==> config.mk <==
export PLATFORM = sky130hd
export DESIGN_NAME = ttw_front
export DESIGN_NICKNAME = d
export VERILOG_FILES = /design/src/hw/rtl/ttw_pkg.sv /design/src/hw/rtl/ttw_front.sv
export SDC_FILE = /design/constraint.sdc
export NUM_CORES = 1
export LEC_CHECK = 0
export ABC_AREA = 1
export BUFFER_PORTS_ARGS = -buffer_cell sky130_fd_sc_hd__buf_4
export CAP_MARGIN = 20
export CORE_AREA = 2 2 39 41
export DETAILED_ROUTE_END_ITERATION = 16
export DIE_AREA = 0 0 41 43
export GPL_ROUTABILITY_DRIVEN = 0
export PLACE_DENSITY = 0.74
export SLEW_MARGIN = 20
export SYNTH_ARGS = -nofsm -noshare
export SYNTH_HDL_FRONTEND = slang
export SYNTH_SLANG_ARGS = --single-unit
==> constraint.sdc <==
create_clock -name vclk -period 0.8
set_input_delay 0.16 -clock vclk [all_inputs]
set_output_delay 0.16 -clock vclk [all_outputs]
set_load 0.05 [all_outputs]
==> src/hw/rtl/ttw_pkg.sv <==
// Shared constants, types and helpers for the text terminal writer.
package ttw_pkg;

    localparam int SCREEN_WIDTH  = 80;
    localparam int SCREEN_HEIGHT = 25;
    localparam int CELL_COUNT    = SCREEN_WIDTH * SCREEN_HEIGHT;
    localparam int COPY_COUNT    = CELL_COUNT - SCREEN_WIDTH;
    localparam int ADDR_W        = $clog2(CELL_COUNT);

    // Port widths are fixed by the interface.
    localparam int OP_W   = 2;
    localparam int CHAR_W = 8;
    localparam int ATTR_W = 8;
    localparam int IDX_W  = 11;
    localparam int ROW_W  = 5;
    localparam int COL_W  = 7;
    localparam int LOC_W  = 11;
    localparam int CELL_W = 16;
    localparam int LOCF_W = ROW_W + COL_W;

    localparam int TAB_STOP    = 8;
    localparam int QUEUE_DEPTH = 2;

    localparam logic [OP_W-1:0] OP_PUT   = 2'd0;
    localparam logic [OP_W-1:0] OP_CLEAR = 2'd1;
    localparam logic [OP_W-1:0] OP_READ  = 2'd2;

    localparam logic [CHAR_W-1:0] CH_BS      = 8'h08;
    localparam logic [CHAR_W-1:0] CH_TAB     = 8'h09;
    localparam logic [CHAR_W-1:0] CH_LF      = 8'h0A;
    localparam logic [CHAR_W-1:0] CH_CR      = 8'h0D;
    localparam logic [CHAR_W-1:0] BLANK_CHAR = 8'h20;
    localparam logic [ATTR_W-1:0] RESET_ATTR = 8'h07;

    // Commands as classified by the front end.
    localparam int CMD_W = 3;
    localparam logic [CMD_W-1:0] CMD_PRINT = 3'd0;
    localparam logic [CMD_W-1:0] CMD_BS    = 3'd1;
    localparam logic [CMD_W-1:0] CMD_TAB   = 3'd2;
    localparam logic [CMD_W-1:0] CMD_CR    = 3'd3;
    localparam logic [CMD_W-1:0] CMD_LF    = 3'd4;
    localparam logic [CMD_W-1:0] CMD_NOP   = 3'd5;
    localparam logic [CMD_W-1:0] CMD_CLEAR = 3'd6;
    localparam logic [CMD_W-1:0] CMD_READ  = 3'd7;

    typedef struct packed {
        logic [CMD_W-1:0]  cmd;
        logic [CHAR_W-1:0] ch;
        logic [ADDR_W-1:0] addr;
    } ttw_item_t;

    // Linear cell location of a cursor position.
    function automatic logic [LOCF_W-1:0] loc_of(input logic [ROW_W-1:0] row,
                                                 input logic [COL_W-1:0] col);
        return LOCF_W'(row) * LOCF_W'(SCREEN_WIDTH) + LOCF_W'(col);
    endfunction

endpackage

==> src/hw/rtl/ttw_front.sv <==
// Front end: accepts words on the input channel and classifies them into commands.
module ttw_front (
    input  logic                          in_valid,
    output logic                          in_ready,
    input  logic [ttw_pkg::OP_W-1:0]      operation,
    input  logic [ttw_pkg::CHAR_W-1:0]    character,
    input  logic [ttw_pkg::IDX_W-1:0]     cell_index,
    input  logic                          accept_en,
    input  logic                          q_full,
    output logic                          q_push,
    output ttw_pkg::ttw_item_t            q_item
);
    import ttw_pkg::*;

    logic in_range;

    assign in_ready = accept_en && !q_full;
    assign q_push   = in_valid && in_ready;
    assign in_range = (LOCF_W + 1)'(cell_index) < (LOCF_W + 1)'(CELL_COUNT);

    always_comb
    begin
        q_item.ch   = character;
        q_item.addr = ADDR_W'(cell_index);
        priority if (operation == OP_CLEAR)
        begin
            q_item.cmd = CMD_CLEAR;
        end
        else if (operation == OP_READ)
        begin
            // A read beyond the screen returns zero, like an idle operation.
            q_item.cmd = in_range ? CMD_READ : CMD_NOP;
        end
        else if (operation != OP_PUT)
        begin
            q_item.cmd = CMD_NOP;
        end
        else if (character == CH_BS)
        begin
            q_item.cmd = CMD_BS;
        end
        else if (character == CH_TAB)
        begin
            q_item.cmd = CMD_TAB;
        end
        else if (character == CH_CR)
        begin
            q_item.cmd = CMD_CR;
        end
        else if (character == CH_LF)
        begin
            q_item.cmd = CMD_LF;
        end
        else if (character >= BLANK_CHAR)
        begin
            q_item.cmd = CMD_PRINT;
        end
        else
        begin
            q_item.cmd = CMD_NOP;
        end
    end

endmodule

---- Word-level counts from Yosys, hierarchy flattened ----
Index checks and enable logic that the tools add are counted.
cells by class
  $lt $le $gt $ge ......................... 2
  equality and inequality tests ........... 6
  mux-type cells .......................... 9
  reduce and logical (&&, ||, !) cells .... 4
operators with widths
  kind                                                  count
  equality test 8 x 4 -> 1 bit (second input constant)  4
  two-way mux 3 bit                                     8
  less-than comparator 11 bit (second input constant)   1
  >= comparator 8 x 6 -> 1 bit (second input constant)  1
  equality test 2 x 1 -> 1 bit (second input constant)  1
  equality test 2 bit (second input constant)           1
  logical AND 1 bit                                     2
  two-way mux 2 bit                                     1
  nonzero test 2 bit                                    1
  zero test 1 bit                                       1
word-level totals
  flip-flop bits (word level) ............. 0
  output and inout bits ................... 24

---- Depth between registers and ports, before layout ----
  depth after elaboration ................. 9
  gate-level depth with buffers ........... 6
  gate-level depth less buffers ........... 6

---- Worst setup path after synthesis ----
No wires, ideal clock.
  path type ............................... in2out
  start point ............................. input accept_en
  end point ............................... output q_push
  data arrival time ....................... 1.342 ns
  path slack .............................. -0.702 ns
  stages on the path ...................... 2
  path buffers ............................ 0
  path through ............................ inv_1 > nor3b_1
on the way
  word-level cells in the longest chain between the ends .. 2
ends and longest elaborated chain
  element            RTL line         source
  from (decl)        ttw_front.sv:8   input logic accept_en,
  logical AND 1 bit  ttw_front.sv:17  assign in_ready = accept_en && !q_full;
  logical AND 1 bit  ttw_front.sv:18  assign q_push = in_valid && in_ready;
  to (decl)          ttw_front.sv:10  output logic q_push,
No other way between the ends.

==> impl_metrics.py <==
metrics = {
    "status": {
        "status": "complete, but fails checks",
        "violations": "negative setup slack",
    },
    "placed_design": {
        "dpl.hpwl_um": 771,
        "placed_area_um2": 539,
        "numPortBuffers": 40,
    },
    "sta": {
        "tightest_slew_ns": 0.214,
        "hold_viol": 0,
        "setup_viol": 3,
        "min_period_ns": 1.03,
        "fin_tns_setup_ns": -0.668,
        "worst_hold_slack_ns": 0.320,
        "period_share": 1.29,
        "slew_violations": 0,
        "clock.fmax_mhz": 971,
        "relSlewSlack": 0.856,
        "setup_ws_ns": -0.229,
        "rsz0062_at_grt": "true",
    },
    "setup_path": {
        "cp_slowest_stage_delay_ns": 0.22,
        "startpoint_type": "input pin",
        "cp_num_buf_inv": 2,
        "cp_max_fo": 3,
        "worstSetupPathType": "in2out",
        "slowest_stage": "nor3_4",
        "critPathArrivalTime_ns": 0.87,
        "cp_common_cell": "buf_6",
        "crit_path_cell_trace": "buf_6 > nor3_4 > o21ai_2 > o21ai_4 > buf_6",
        "cp_top_family": "buffers and inverters",
        "required_ns": 0.64,
        "end_kind": "primary output",
    },
    "detailed_routing": {
        "firstDrtPassIters": 2,
        "wirelength_um": 837,
        "viasPerCell": 4.10,
        "routed.top_layer": "met3",
        "wl_met2_um": 494,
        "drtAntennaViolNets": 0,
        "drcViolationCount": 0,
        "met1Wirelength_um": 231,
        "wl_met3_um": 110,
        "vias": 365,
        "wl_per_cell_um": 9.40,
        "drt_iter0_drc": 2,
    },
    "min_path": {
        "holdPathStages": 0,
        "hold_path_startpoint": "cell_index[2]",
        "hold_path_class": "in2out",
        "whs_endpoint": "q_item[2]",
    },
    "final_layout": {
        "layout_common_cells": "33 x buf_4, 6 x nand2_1, 6 x buf_6",
        "seq_cells": 0,
        "fin_util": 0.428,
        "final_common_cell": "buf_4",
        "num-clock-buffers": 0,
        "antenna_cells": 0,
        "nets": 99,
        "layout-drive-gt1-share": 0.767,
        "multi_input_area_um2": 190,
        "area_growth_pct": 95.5,
        "ff_latch_area_um2": 0,
        "fin_area_um2": 592,
        "fillers": 143,
    },
    "floorplan": {
        "core_region_area_um2": 1380,
        "die_h_um": 43,
        "ios": 48,
        "die_area_um2": 1760,
        "initial_core_util": 0.219,
        "row_count": 14,
        "die_w_um": 41,
    },
    "power_and_ir_drop": {
        "power_frac_clock": 0,
        "swShare": 0.602,
        "comb_power_share": 1.000,
        "power_density_nw_per_um2": 828,
        "vdd_drop_max_mv": 0.272,
        "p_leak_nw": 0.304,
        "p_sw_mw": 0.295,
        "pwr-share-seq": 0,
        "intPower_mw": 0.195,
    },
    "yosys": {
        "avgSynthCellArea_um2": 6.06,
        "synth_cells": 50,
        "syn-num-nets": 74,
        "netlist_area_um2": 303,
        "ys_warn_count": 0,
        "yosysUniqueCellTypes": 12,
        "synth-seq-area-share": 0,
    },
    "global_routing": {
        "grt_overflow": 0,
        "antenna_found_initial": 0,
        "first_global_vias": 350,
        "grt_max_degree": 5,
        "grt_pass1_wl_um": 1190,
        "grt_usage": 0.0889,
    },
    "clock_tree": {
        "cts_setup_buffers": 0,
        "cts_hold_buf": 0,
    },
    "job": {
        "timing.max_cap.violations": 0,
    },
}
## routing by layer
layer / global-route usage / vias to the layer above
met1: 0.0791 / 158
met4: 0 / 0
met3: 0.00524 / 0
met2: 0.197 / 22
met5: 0 / -
li1: - / 185
## area by class of cell
class	instances	area share
tap	16	0.0338
timing repair buffer	42	0.609
inverter	5	0.0359
multi-input combinational	26	0.321
## logic make-up after synthesis
kind of cell           Yosys count  share of synthesized area
buffers and inverters           24                      0.533
AND/OR/NAND/NOR                 21                      0.339
AO/OA/AOI/OAI                    5                      0.128
## cells in the mapped netlist
cell      instances  area, um2
buf_4            19        143
o21ai_2           2       17.5
inv_1             5       18.8
nor3b_1           1       7.51
o21bai_2          1       11.3
nor3_4            1       16.3
nand3_1           2       10.0
nand4_1           1       6.26
nor2_1            7       26.3
nand2_1           8       30.0
nand2_2           1       6.26
o21ai_0           2       10.0
## per-stage QoR
stage	power (mW)	instances	setup WS (ns)
after floorplan	0.373	50	-0.128
after global placement	0.453	89	-0.290
after detailed placement	0.459	89	-0.299
after CTS	0.486	89	-0.252
after global routing	0.512	89	-0.285
final	0.490	89	-0.229
## power groups by stage
stage          sequential (mW)  clock [mW]  combinational [mW]
2_1_floorplan                0           0               0.373
3_3_place_gp                 0           0               0.453
3_5_place_dp                 0           0               0.459
4_1_cts                      0           0               0.486
5_1_grt                      0           0               0.512
6_report                     0           0               0.490
## how the worst max path moves through the flow
stage	startpoint	to	slack, ns	cells after the start
floorplan	character[5]	q_item[21]	-0.13	3
global placement	character[5]	q_item[20]	-0.29	5
detailed placement	character[4]	q_item[20]	-0.30	7
CTS	character[5]	q_item[19]	-0.25	5
global route	character[7]	q_item[21]	-0.29	5
finish	character[7]	q_item[21]	-0.23	5
## repair_timing
item	CTS	global route
setup endpoints to repair	4	4
gates cloned	0	0
resized for setup	14	4
pin swaps	7	4
Power figures use the tool's default switching activity.
