--- src/hw/rtl/ttw_pkg.sv ---
// Shared constants, types and helpers for the text terminal writer.
package ttw_pkg;

    localparam int SCREEN_WIDTH  = 80;
    localparam int SCREEN_HEIGHT = 25;
    localparam int CELL_COUNT    = SCREEN_WIDTH * SCREEN_HEIGHT;
    localparam int COPY_COUNT    = CELL_COUNT - SCREEN_WIDTH;
    localparam int ADDR_W        = $clog2(CELL_COUNT);

    // Port widths are fixed by the interface.
    localparam int OP_W   = 2;
    localparam int CHAR_W = 8;
    localparam int ATTR_W = 8;
    localparam int IDX_W  = 11;
    localparam int ROW_W  = 5;
    localparam int COL_W  = 7;
    localparam int LOC_W  = 11;
    localparam int CELL_W = 16;
    localparam int LOCF_W = ROW_W + COL_W;

    localparam int TAB_STOP    = 8;
    localparam int QUEUE_DEPTH = 2;

    localparam logic [OP_W-1:0] OP_PUT   = 2'd0;
    localparam logic [OP_W-1:0] OP_CLEAR = 2'd1;
    localparam logic [OP_W-1:0] OP_READ  = 2'd2;

    localparam logic [CHAR_W-1:0] CH_BS      = 8'h08;
    localparam logic [CHAR_W-1:0] CH_TAB     = 8'h09;
    localparam logic [CHAR_W-1:0] CH_LF      = 8'h0A;
    localparam logic [CHAR_W-1:0] CH_CR      = 8'h0D;
    localparam logic [CHAR_W-1:0] BLANK_CHAR = 8'h20;
    localparam logic [ATTR_W-1:0] RESET_ATTR = 8'h07;

    // Commands as classified by the front end.
    localparam int CMD_W = 3;
    localparam logic [CMD_W-1:0] CMD_PRINT = 3'd0;
    localparam logic [CMD_W-1:0] CMD_BS    = 3'd1;
    localparam logic [CMD_W-1:0] CMD_TAB   = 3'd2;
    localparam logic [CMD_W-1:0] CMD_CR    = 3'd3;
    localparam logic [CMD_W-1:0] CMD_LF    = 3'd4;
    localparam logic [CMD_W-1:0] CMD_NOP   = 3'd5;
    localparam logic [CMD_W-1:0] CMD_CLEAR = 3'd6;
    localparam logic [CMD_W-1:0] CMD_READ  = 3'd7;

    typedef struct packed {
        logic [CMD_W-1:0]  cmd;
        logic [CHAR_W-1:0] ch;
        logic [ADDR_W-1:0] addr;
    } ttw_item_t;

    // Linear cell location of a cursor position.
    function automatic logic [LOCF_W-1:0] loc_of(input logic [ROW_W-1:0] row,
                                                 input logic [COL_W-1:0] col);
        return LOCF_W'(row) * LOCF_W'(SCREEN_WIDTH) + LOCF_W'(col);
    endfunction

endpackage

--- src/hw/rtl/ttw_queue.sv ---
// Short command queue between the front end and the back end.
module ttw_queue (
    input  logic               clk,
    input  logic               rst_n,
    input  logic               push,
    input  ttw_pkg::ttw_item_t push_item,
    output logic               full,
    input  logic               pop,
    output ttw_pkg::ttw_item_t head,
    output logic               empty
);
    import ttw_pkg::*;

    localparam int PTR_W = (QUEUE_DEPTH > 1) ? $clog2(QUEUE_DEPTH) : 1;
    localparam int CNT_W = $clog2(QUEUE_DEPTH + 1);

    ttw_item_t          entry_reg [QUEUE_DEPTH];
    logic [PTR_W-1:0]   wr_ptr_reg;
    logic [PTR_W-1:0]   wr_ptr_next;
    logic [PTR_W-1:0]   rd_ptr_reg;
    logic [PTR_W-1:0]   rd_ptr_next;
    logic [CNT_W-1:0]   count_reg;
    logic [CNT_W-1:0]   count_next;

    assign full  = count_reg == CNT_W'(QUEUE_DEPTH);
    assign empty = count_reg == '0;
    assign head  = entry_reg[rd_ptr_reg];

    always_comb
    begin
        wr_ptr_next = wr_ptr_reg;
        rd_ptr_next = rd_ptr_reg;
        count_next  = count_reg;
        if (push)
        begin
            wr_ptr_next = (wr_ptr_reg == PTR_W'(QUEUE_DEPTH - 1)) ? '0 : wr_ptr_reg + 1'b1;
        end
        if (pop)
        begin
            rd_ptr_next = (rd_ptr_reg == PTR_W'(QUEUE_DEPTH - 1)) ? '0 : rd_ptr_reg + 1'b1;
        end
        if (push && !pop)
        begin
            count_next = count_reg + 1'b1;
        end
        else if (pop && !push)
        begin
            count_next = count_reg - 1'b1;
        end
    end

    always_ff @(posedge clk or negedge rst_n)
    begin
        if (!rst_n)
        begin
            wr_ptr_reg <= '0;
            rd_ptr_reg <= '0;
            count_reg  <= '0;
        end
        else
        begin
            wr_ptr_reg <= wr_ptr_next;
            rd_ptr_reg <= rd_ptr_next;
            count_reg  <= count_next;
        end
    end

    always_ff @(posedge clk)
    begin
        if (push)
        begin
            entry_reg[wr_ptr_reg] <= push_item;
        end
    end

endmodule

--- config.mk ---
export PLATFORM = sky130hd
export DESIGN_NAME = ttw_queue
export DESIGN_NICKNAME = d
export VERILOG_FILES = /design/src/hw/rtl/ttw_pkg.sv /design/src/hw/rtl/ttw_queue.sv
export SDC_FILE = /design/constraint.sdc
export NUM_CORES = 1
export LEC_CHECK = 0
export ABC_AREA = 1
export BUFFER_PORTS_ARGS = -buffer_cell sky130_fd_sc_hd__buf_4
export CAP_MARGIN = 15
export CORE_MARGIN = 4
export CORE_UTILIZATION = 50
export DETAILED_ROUTE_END_ITERATION = 10
export PLACE_DENSITY = 0.81
export REMOVE_ABC_BUFFERS = 1
export SYNTH_ARGS = -nofsm -noshare
export SYNTH_HDL_FRONTEND = slang
export SYNTH_SLANG_ARGS = --single-unit
--- constraint.sdc ---
create_clock -name clk -period 4.8 [get_ports clk]
set_input_delay 0.72 -clock clk [delete_from_list [all_inputs] [get_ports clk]]
set_output_delay 0.72 -clock clk [all_outputs]
set_load 0.01 [all_outputs]
# --- Word level (Yosys, flattened, before mapping) ---
# Memories as Yosys holds them, arrays and structs flattened.
# Index checks and enable logic that the tools add are counted.
totals:
  mem_count: 1
  regBits: 4
  mem_bits_rw: 44
  word_cells: 21
  inputBits: 26
  output_inout_bits: 24
op_classes:
  muxes: 6
  n_eq_ne: 1
  addsub: 4
  n_reduce_logical: 6
memory_table:
  columns: ["name", "depth", "width", "read_ports", "rd_clocked_by_memory_dff", "wr", "line_no", "text"]
  rows:
  - ["entry_reg", 2, 22, 1, 0, 1, "ttw_queue.sv:17", "ttw_item_t entry_reg [QUEUE_DEPTH];"]
op_table:
  columns: ["cell", "n"]
  rows:
  - ["$mux 1", 4]
  - ["$mux 2", 2]
  - ["$add 1x1->1 const B", 2]
  - ["$add 2x1->2 const B", 1]
  - ["$eq 2x2->1 const B", 1]
  - ["$logic_and 1x1->1", 2]
  - ["$logic_not 1->1", 2]
  - ["$logic_not 2->1", 1]
  - ["$reduce_bool 2->1", 1]
  - ["$sub 2x1->2 const B", 1]

# --- Logic depth before layout (Yosys ltp) ---
# Gate-level depths: netlist of run 1.
logic_depth:
  depth_word: 4
  ltp_mapped: 7
  depth_no_buf: 7

# --- Least setup slack after synthesis of run 1 ---
# No wires, ideal clock.
synth_timing:
  kind: "input to register"
  from: "in push"
  to: "mem entry_reg[0][0] (netlist bit), enable pin"
  t_required_ns: 4.399
  n_path_buf: 0
  path_slack_ns: 2.707
  arrival_ns: 1.692
  cell_stages: 2
  cell_sequence: "inv_1 nor2_1"
synth_via:
  elab_chain_len: 2
synth_lines:
  columns: ["element", "line_no", "text"]
  rows:
  - ["start: declaration", "ttw_queue.sv:5", "input logic push,"]
  - ["$mux 1", "ttw_queue.sv:70", "if (push)"]
  - ["$mux 1 (not written as such)", "ttw_queue.sv:72", "entry_reg[wr_ptr_reg] <= push_item;"]
  - ["end: declaration", "ttw_queue.sv:17", null]
# No other way between the ends.

==> flow_metrics.env, run 1 <==
export IMPL_number_of_hold_buffers_added_after_cts=0
export IMPL_cap_violations=0
export IMPL_globalRouteTotalUtil=0.1317
export IMPL_dp_final_hpwl_um=1919
export IMPL_worst_slew_pin_transition_ps=1128
export IMPL_top_level_ports=50
export IMPL_finish_cell_count_without_fillers=194
export IMPL_relSlewSlack=0.2473
export IMPL_slowest_delay_ps=990
export IMPL_yosys_top_cells_count="sky130_fd_sc_hd__edfxtp_1, sky130_fd_sc_hd__mux2_2, sky130_fd_sc_hd__inv_1, sky130_fd_sc_hd__nand2_1, sky130_fd_sc_hd__dfrtp_1"
export IMPL_crit_family="flip-flops"
export IMPL_layout_filler_cells=255
export IMPL_post_route_cells_drive_above_1_share=0.5405
export IMPL_status="finished, final reports clean"
export IMPL_post_synth_and_or_nand_nor_area_fraction=0.02296
export IMPL_synth_area_leader_cell="sky130_fd_sc_hd__edfxtp_1"
export IMPL_timing_final_hold_violations=0
export IMPL_global_route_wire_length_before_repair_um=4209
export IMPL_achievable_frequency_ghz=0.3806
export IMPL_largest_reg_flops=44
export IMPL_hold_slack_ps=140.6
export IMPL_powerDensity_nw_per_um2=543.4
export IMPL_share_comb_of_total_power=0.297
export IMPL_worstHoldPathType="in -> async"
export IMPL_h_tree_depth=2
export IMPL_synth_edf_count=44
export IMPL_layout_stage_area_growth_over_the_synthesis_result_pct=27.84
export IMPL_die_w_um=67.97
export IMPL_drt_iter0_markers=47
export IMPL_sw_frac_of_total=0.2705
export IMPL_finalCriticalPeriod_ps=2628
export IMPL_synth_compound_area_frac=0
export IMPL_critical_path_slowest_cell="sky130_fd_sc_hd__dfrtp_1"
export IMPL_grt_max_degree=24
export IMPL_postCtsSetupRepairBufs=0
export IMPL_part_of_the_cycle_the_worst_path_needs=0.5474
export IMPL_finalClockSkew_ps=6.209
export IMPL_port_buffer_count=49
export IMPL_synth_warning_count=0
export IMPL_cp_class="reg -> out"
export IMPL_viasPerCell=4.825
export IMPL_place_worst_setup_slack_ps=2521
export IMPL_multi_input_comb_area_um2=330.3
export IMPL_core_area_um2=3416
export IMPL_numClockSinks=48
export IMPL_synth_seq_area_share=0.7905
export IMPL_cellLeakagePower_nw=0.9114
export IMPL_ir_drop_v=0.0004342
export IMPL_synth_async_reset_ratio=0.08333
export IMPL_largest_cells_by_area_after_synthesis="sky130_fd_sc_hd__edfxtp_1, sky130_fd_sc_hd__mux2_2, sky130_fd_sc_hd__dfrtp_1, sky130_fd_sc_hd__inv_1, sky130_fd_sc_hd__buf_6"
export IMPL_diodes=0
export IMPL_path_max_fanout=23
export IMPL_clock_tree_from_tritoncts="built"
export IMPL_drc_errors=0
export IMPL_root_buffer="sky130_fd_sc_hd__clkbuf_4"
export IMPL_placed_cells=186
export IMPL_floorplan_initialDensity=0.5264
export IMPL_cellInternalPower_mw=0.9112
export IMPL_wl_per_cell_um=14.33
export IMPL_detail_route_antenna_nets=0
export IMPL_seq_power_share=0.500
export IMPL_report_final_slew_viol_count=0
export IMPL_synth_ff_latch_count=48
export IMPL_clock_latency_ps=340
export IMPL_rsz_0062_raised_after_global_routing="false"
export IMPL_post_route_worst_setup_slack_ps=2172
export IMPL_net_switching_mw=0.3378
export IMPL_fp_dieH_um=67.97
export IMPL_number_of_global_route_vias_before_repair=893
export IMPL_grt_remaining_overflow=0
export IMPL_startpoint_class="flip-flop"
export IMPL_power_share_clock=0.203
export IMPL_via_total_after_detailed_routing=936
export IMPL_path_cells="mux2_2 > buf_4"
export IMPL_synth_cell_types=12
export IMPL_cp_num_buf_inv=1
export IMPL_finalSetupTns_ps=0
export IMPL_row_count=21
export IMPL_synth_mux_area_fraction=0.1378
export IMPL_nNetsFinal=174
export IMPL_postSynth_topFlopCell="sky130_fd_sc_hd__edfxtp_1"
export IMPL_gp_congestion=0.6839
export IMPL_endpoint_kind="output pin"
export IMPL_post_synth_cell_area_avg_um2=19.33
export IMPL_synth_area_um2=1798
export IMPL_worst_endpoint_arrival_ps=1910
export IMPL_grt_antenna_before_repair=0
export IMPL_drt_total_wl_um=2780
export IMPL_postSynthCellCount=93
export IMPL_yosysMostFrequentCell="sky130_fd_sc_hd__edfxtp_1"
export IMPL_post_synth_fa_ha_maj_area_fraction=0.006959
export IMPL_synth_top_cell_area_share=0.7349
export IMPL_cts_resized=0
export IMPL_finalSetupViolations=0
export IMPL_first_pass_iters=4
export IMPL_worst_setup_hold_path_clk_slew_ps=120
export IMPL_register_area_um2=1421
export IMPL_die_area_um2=4619
export IMPL_synthXorXnorAreaFrac=0.01461
export IMPL_critPathRequiredTime_ps=4080
export IMPL_synth_top_family_by_area="multiplexers"
export IMPL_clock_tree_buffer_depth=2
export IMPL_cts_buffers_inserted=5
[final cells by class]
class	instances	area share
Clock buffer	7	0.02831
Timing Repair Buffer	49	0.1600
Inverter	7	0.01143
Clock inverter	1	0.01306
Tap cell	46	0.02504
Multi-Input combinational cell	36	0.1437
Sequential cell	48	0.6184
[cells in the final DEF (no fill, tap or decap), drive strengths merged]
cell / Yosys / final
buf: 2 / 49
edfxtp: 44 / 44
mux2: 22 / 22
inv: 7 / 7
clkbuf: 0 / 7
nand2: 5 / 5
dfrtp: 4 / 4
nor2: 3 / 3
xor2: 2 / 2
xnor2: 1 / 1
nand3: 1 / 1
nand4: 1 / 1
ha: 1 / 1
bufinv: 0 / 1
[final timing paths]
check	to	slack, ps	cells past startpoint	start
worst max register to register	entry_reg[0][16]$_DFFE_PP_	3100	1	wr_ptr_reg$_DFFE_PN0P_
worst min register to register	wr_ptr_reg$_DFFE_PN0P_	530	1	wr_ptr_reg$_DFFE_PN0P_
max in group asynchronous	rd_ptr_reg$_DFFE_PN0P_	4550	1	rst_n
worst min-delay path	wr_ptr_reg$_DFFE_PN0P_	140	1	rst_n
worst max-delay path	head[14]	2170	2	rd_ptr_reg$_DFFE_PN0P_
min in group clk	wr_ptr_reg$_DFFE_PN0P_	530	1	wr_ptr_reg$_DFFE_PN0P_
[cells by family after synthesis]
family | count (synthesis)
buf+inv | 9
xor+xnor | 3
simple gates | 10
mux | 22
flops | 48
fa+ha+maj | 1
[per-stage QoR]
| stage | instance area, µm² | power (mW) | util |
|---|---|---|---|
| after global placement | 2203 | 1.005 | 0.6451 |
| after global routing | 2298 | 1.320 | 0.6729 |
| final | 2298 | 1.249 | 0.6729 |
| after CTS | 2298 | 1.266 | 0.6729 |
| after floorplan | 1775 | 0.8211 | - |
| after detailed placement | 2203 | 1.015 | 0.6451 |
[metal layers]
metal / share of wire / vias to the layer above / GRT usage
met5: 0 / - / 0
met4: 0.014 / 0 / 0.05211
li1: - / 454 / -
met2: 0.50 / 32 / 0.2082
met1: 0.41 / 444 / 0.1585
met3: 0.075 / 6 / 0.05747
[power groups by stage]
stage          clock network [mW]  registers (mW)  logic (mW)
5_1_grt                     0.279           0.638       0.403
3_5_place_dp                    0           0.636       0.379
3_3_place_gp                    0           0.630       0.375
6_report                    0.253           0.625       0.371
4_1_cts                     0.259           0.627       0.380
2_1_floorplan                   0           0.614       0.207
No activity file was read; power rests on OpenSTA's default activity.
==> run 2: changes to the inputs <==
CORE_UTILIZATION = 46   (was 50)
PLACE_DENSITY = 0.78   (was 0.81)
clock period = 2.1 ns   (was 4.8 ns; I/O delays follow)
==> run 2 against run 1 <==
Effect of this change: register-to-register slack got worse by 2300 ps; clock skew decreased by 2.5 ps; total power rose by 130%; cell count up 3.6%; sequential power rose by 120%; first-iteration DRC count fell by 8.5%; count of clock-buffer cells in the layout fell by 1; clock power is 95% higher; critical path type unchanged; largest cell class unchanged.
==> flow_metrics.env, run 2 (synthesis gave the netlist of run 1 again) <==
export IMPL_first_pass_iters=4
export IMPL_gp_congestion=0.7295
export IMPL_grt_antenna_before_repair=0
export IMPL_clock_tree_buffer_depth=2
export IMPL_finish_cell_count_without_fillers=201
export IMPL_worst_endpoint_arrival_ps=1390
export IMPL_largest_reg_flops=44
export IMPL_timing_reg2reg_worst_path_depth=3
export IMPL_timing_rr_start="wr_ptr_reg$_DFFE_PN0P_"
export IMPL_detail_route_antenna_nets=0
export IMPL_worst_slew_pin_transition_ps=361.9
export IMPL_die_w_um=70.52
export IMPL_viasPerCell=4.881
export IMPL_cellInternalPower_mw=2.035
export IMPL_cts_buffers_inserted=5
export IMPL_postCtsSetupRepairBufs=0
export IMPL_worst_setup_hold_path_clk_slew_ps=80
export IMPL_clock_tree_from_tritoncts="built"
export IMPL_via_total_after_detailed_routing=981
export IMPL_critical_path_slowest_cell="sky130_fd_sc_hd__mux2_2"
export IMPL_setup_reg_to_reg_worst_slack_ps=760
export IMPL_cp_num_buf_inv=2
export IMPL_critPathRequiredTime_ps=1780
export IMPL_globalRouteTotalUtil=0.1370
export IMPL_cap_violations=0
export IMPL_path_cells="buf_4 > mux2_2 > buf_4"
export IMPL_port_buffer_count=49
export IMPL_achievable_frequency_ghz=0.5870
export IMPL_numClockSinks=48
export IMPL_row_count=22
export IMPL_cp_class="reg -> out"
export IMPL_status="finished, final reports clean"
export IMPL_gr_usage_met1=0.1531
export IMPL_finalSetupTns_ps=0
export IMPL_cellLeakagePower_nw=0.9301
export IMPL_globalRoute_busiestLayer="met2"
export IMPL_path_max_fanout=13
export IMPL_groute_layer_met3_usage=0.04748
export IMPL_global_route_wire_length_before_repair_um=5030
export IMPL_drc_errors=0
export IMPL_root_buffer="sky130_fd_sc_hd__clkbuf_8"
export IMPL_powerDensity_nw_per_um2=1214
export IMPL_clock_latency_ps=300
export IMPL_report_final_slew_viol_count=0
export IMPL_post_route_cells_drive_above_1_share=0.5425
export IMPL_number_of_global_route_vias_before_repair=1075
export IMPL_relSlewSlack=0.7585
export IMPL_endpoint_kind="output pin"
export IMPL_layout_stage_area_growth_over_the_synthesis_result_pct=29.65
export IMPL_die_area_um2=4973
export IMPL_gr_usage_met2=0.2214
export IMPL_layout_filler_cells=291
export IMPL_placed_cells=193
export IMPL_finalClockSkew_ps=3.713
export IMPL_commonest_non_fill_non_tap_cell_in_the_layout="sky130_fd_sc_hd__buf_4"
export IMPL_part_of_the_cycle_the_worst_path_needs=0.8112
export IMPL_dp_final_hpwl_um=2215
export IMPL_core_area_um2=3716
export IMPL_rsz_0062_raised_after_global_routing="false"
export IMPL_nNetsFinal=180
export IMPL_drt_iter0_markers=43
export IMPL_cts_resized=0
export IMPL_fp_dieH_um=70.52
export IMPL_floorplan_initialDensity=0.4838
export IMPL_sw_frac_of_total=0.2808
export IMPL_net_switching_mw=0.7944
export IMPL_top_level_ports=50
export IMPL_h_tree_depth=2
export IMPL_timing_critical_path_mode_cell="sky130_fd_sc_hd__buf_4"
export IMPL_timing_rr_end="entry_reg[1][10]$_DFFE_PP_"
export IMPL_drt_total_wl_um=2992
export IMPL_finalCriticalPeriod_ps=1704
export IMPL_grt_max_degree=16
export IMPL_slowest_delay_ps=370
export IMPL_crit_family="buffers and inverters"
export IMPL_worstHoldPathType="in -> reg"
export IMPL_power_share_clock=0.175
export IMPL_timing_final_hold_violations=0
export IMPL_min_to="rd_ptr_reg$_DFFE_PN0P_"
export IMPL_ir_drop_v=0.0007016
export IMPL_most_common_layout_cells="sky130_fd_sc_hd__buf_4, sky130_fd_sc_hd__edfxtp_1, sky130_fd_sc_hd__mux2_2"
export IMPL_number_of_hold_buffers_added_after_cts=1
export IMPL_hold_depth=2
export IMPL_hold_start="pop"
export IMPL_startpoint_class="flip-flop"
export IMPL_share_comb_of_total_power=0.350
export IMPL_seq_power_share=0.476
export IMPL_finalSetupViolations=0
export IMPL_diodes=0
export IMPL_grt_remaining_overflow=0
export IMPL_wl_per_cell_um=14.89
-- run 2: cell count changes in the layout (fill, tap and decap cells not counted), sizes merged --
cell	change
bufinv	-1
clkinv	+1
dlygate4sd3	+1
clkbuf	-1
buf	+5
-- run 2: through the flow --
stage / area (µm²) / hold WS [ps] / total power [mW] / setup slack (ps) / util
floorplan: 1775 / 19.41 / 1.877 / 347.2 / -
global placement: 2243 / 114.1 / 2.345 / 728.0 / 0.6037
detailed placement: 2243 / 116.5 / 2.372 / 713.2 / 0.6037
CTS: 2331 / 178.0 / 2.877 / 375.3 / 0.6273
global route: 2331 / 174.0 / 3.014 / 304.3 / 0.6273
finish: 2331 / 187.4 / 2.829 / 396.5 / 0.6273
-- run 2: power by group through the flow --
stage               combinational (mW)  sequential (mW)  clock [mW]
finish                           0.990             1.35       0.494
global route                      1.08             1.37       0.564
CTS                               1.01             1.35       0.517
detailed placement                1.00             1.37           0
global placement                 0.990             1.35           0
floorplan                        0.473             1.40           0
-- run 2: worst max path at each step --
stage / start / cells past startpoint / to
global route: rd_ptr_reg$_DFFE_PN0P_ / 3 / head[3]
global placement: push / 4 / entry_reg[1][8]$_DFFE_PP_
finish: rd_ptr_reg$_DFFE_PN0P_ / 3 / head[3]
CTS: rd_ptr_reg$_DFFE_PN0P_ / 3 / head[3]
floorplan: wr_ptr_reg$_DFFE_PN0P_ / 1 / entry_reg[0][0]$_DFFE_PP_
detailed placement: push / 4 / entry_reg[1][0]$_DFFE_PP_
-- run 2: layout make-up --
| type | instances | area, µm² | area share |
|---|---|---|---|
| inverters | 7 | 26.28 | 0.01127 |
| clock inverters | 1 | 5.005 | 0.002147 |
| repair buffers | 55 | 415.4 | 0.1782 |
| clock buffers | 6 | 72.57 | 0.03113 |
| well taps | 48 | 60.06 | 0.02576 |
| multi-input cells | 36 | 330.3 | 0.1417 |
| flip-flops and latches | 48 | 1421 | 0.6098 |
-- run 2: layer usage --
layer	wire (µm)	share of wire	vias to the layer above
li1	-	-	462
met1	1184	0.40	474
met2	1506	0.50	39
met3	234	0.078	6
met4	66	0.022	0
met5	0	0	-
==> run 3: changes to the inputs <==
CORE_UTILIZATION = 50   (was 46)
PLACE_DENSITY = 0.81   (was 0.78)
clock period = 1.8 ns   (was 2.1 ns; I/O delays follow)
==> run 3 against run 2 <==
Effect of this change: global-route usage grew 0.88 points; via count shrank 2.0%; cell count is 0.50% lower; worst setup slack got worse by 320 ps; largest power group unchanged; register-to-register slack got worse by 230 ps; core utilization increased by 6.1 points; flip-flop and latch count did not move; clock power increased by 24%.
==> flow_metrics.env, run 3 (synthesis gave the netlist of run 1 again) <==
export IMPL_wl_per_cell_um=14.95
export IMPL_first_pass_iters=4
export IMPL_cts_buffers_inserted=5
export IMPL_gp_congestion=0.6907
export IMPL_cp_class="reg -> out"
export IMPL_core_area_um2=3416
export IMPL_share_comb_of_total_power=0.353
export IMPL_diodes=0
export IMPL_status="finished, final reports clean"
export IMPL_relSlewSlack=0.7407
export IMPL_fp_dieH_um=67.97
export IMPL_multi_input_comb_area_um2=330.3
export IMPL_nNetsFinal=180
export IMPL_part_of_the_cycle_the_worst_path_needs=0.9573
export IMPL_grt_remaining_overflow=0
export IMPL_finalSetupTns_ps=0
export IMPL_drc_errors=0
export IMPL_worst_setup_hold_path_clk_slew_ps=130
export IMPL_finalCriticalPeriod_ps=1723
export IMPL_finish_utilization=0.6883
export IMPL_viasPerCell=4.805
export IMPL_global_route_wire_length_before_repair_um=4698
export IMPL_register_area_um2=1421
export IMPL_design_area_um2=2351
export IMPL_port_buffer_count=49
export IMPL_power_share_clock=0.181
export IMPL_dp_final_hpwl_um=2160
export IMPL_h_tree_depth=2
export IMPL_numClockSinks=48
export IMPL_detail_route_antenna_nets=0
export IMPL_finalClockSkew_ps=11.62
export IMPL_die_w_um=67.97
export IMPL_die_area_um2=4619
export IMPL_finalSetupViolations=0
export IMPL_rsz_0062_raised_after_global_routing="false"
export IMPL_cellLeakagePower_nw=0.9382
export IMPL_worst_slew_pin_transition_ps=388.6
export IMPL_cap_violations=0
export IMPL_layout_filler_cells=235
export IMPL_worst_endpoint_arrival_ps=1450
export IMPL_report_final_slew_viol_count=0
export IMPL_number_of_global_route_vias_before_repair=1060
export IMPL_startpoint_class="flip-flop"
export IMPL_setup_reg_to_reg_worst_slack_ps=530
export IMPL_hold_depth=1
export IMPL_layout_stage_area_growth_over_the_synthesis_result_pct=30.76
export IMPL_grt_antenna_before_repair=0
export IMPL_most_common_layout_cells="sky130_fd_sc_hd__buf_4, sky130_fd_sc_hd__edfxtp_1, sky130_fd_sc_hd__mux2_2"
export IMPL_via_total_after_detailed_routing=961
export IMPL_clock_latency_ps=360
export IMPL_globalRouteTotalUtil=0.1458
export IMPL_top_level_ports=50
export IMPL_seq_power_share=0.466
export IMPL_post_route_cells_drive_above_1_share=0.5455
export IMPL_placed_cells=191
export IMPL_largest_reg_flops=44
export IMPL_row_count=21
export IMPL_drt_total_wl_um=2989
export IMPL_critPathRequiredTime_ps=1530
export IMPL_finish_cell_count_without_fillers=200
export IMPL_path_max_fanout=17
export IMPL_powerDensity_nw_per_um2=1436
export IMPL_root_buffer="sky130_fd_sc_hd__clkbuf_4"
export IMPL_clock_tree_buffer_depth=2
export IMPL_timing_final_hold_violations=0
export IMPL_sw_frac_of_total=0.2801
export IMPL_worstHoldPathType="in -> reg"
export IMPL_drt_iter0_markers=51
export IMPL_grt_max_degree=18
export IMPL_timing_reg2reg_worst_path_depth=2
export IMPL_achievable_frequency_ghz=0.5803
export IMPL_floorplan_initialDensity=0.5264
export IMPL_ir_drop_v=0.001081
export IMPL_clock_tree_from_tritoncts="built"
export IMPL_endpoint_kind="output pin"
export IMPL_placedInstanceArea_um2=2253
export IMPL_net_switching_mw=0.9456
export IMPL_cellInternalPower_mw=2.430
export IMPL_p_total_mw=3.376
export IMPL_commonest_non_fill_non_tap_cell_in_the_layout="sky130_fd_sc_hd__buf_4"
==> run 3: final timing paths <==
check / startpoint / to
max: rd_ptr_reg$_DFFE_PN0P_ / head[14]
min: push_item[19] / entry_reg[1][19]$_DFFE_PP_
max in group asynchronous: rst_n / wr_ptr_reg$_DFFE_PN0P_
max reg2reg: wr_ptr_reg$_DFFE_PN0P_ / entry_reg[0][2]$_DFFE_PP_
min in group asynchronous: rst_n / count_reg[1]$_DFFE_PN0P_
min reg2reg: wr_ptr_reg$_DFFE_PN0P_ / wr_ptr_reg$_DFFE_PN0P_
==> run 3: through the flow <==
stage | hold WS, ps | setup slack [ps]
2_1_floorplan | -25.59 | 47.24
4_1_cts | 67.89 | 33.77
3_3_place_gp | 67.48 | 432.6
3_5_place_dp | 70.32 | 401.5
5_1_grt | 60.79 | 11.25
6_report | 85.72 | 76.88
==> run 3: critical path, stage by stage, from the launching register on <==
cell and delay [ps]:
sky130_fd_sc_hd__dfrtp_1 400, sky130_fd_sc_hd__buf_8 180, sky130_fd_sc_hd__mux2_2 360, sky130_fd_sc_hd__buf_4 150
==> run 3: cell type report <==
| type | count | area share |
|---|---|---|
| clock buffer | 5 | 0.01597 |
| tap | 46 | 0.02448 |
| timing repair buffer | 55 | 0.1852 |
| sequential | 48 | 0.6046 |
| clock inverter | 3 | 0.01809 |
| multi-input combinational | 36 | 0.1405 |
| inverter | 7 | 0.01118 |
==> run 3: power by group through the flow <==
stage / sequential, mW / combinational [mW] / clock (mW)
floorplan: 1.64 / 0.552 / 0
global placement: 1.58 / 1.17 / 0
detailed placement: 1.60 / 1.20 / 0
CTS: 1.57 / 1.21 / 0.631
global route: 1.60 / 1.30 / 0.677
finish: 1.57 / 1.19 / 0.612
==> run 3: layer usage <==
layer  routed length [µm]  global-route usage  vias to the layer above
met5                    0                   0                        -
met4                   81             0.08685                        0
met3                  192             0.04105                        7
met2                 1549              0.2551                       34
met1                 1165              0.1550                      454
li1                     -                   -                      466
==> run 3: timing repair <==
item / in CTS / in global routing
hold buffers: 1 / 0
hold endpoints to repair: 4 / 0
buffers inserted: 0 / 0
gates resized for setup: 1 / 1
endpoints found under the setup margin: 1 / 1
gates cloned: 0 / 0
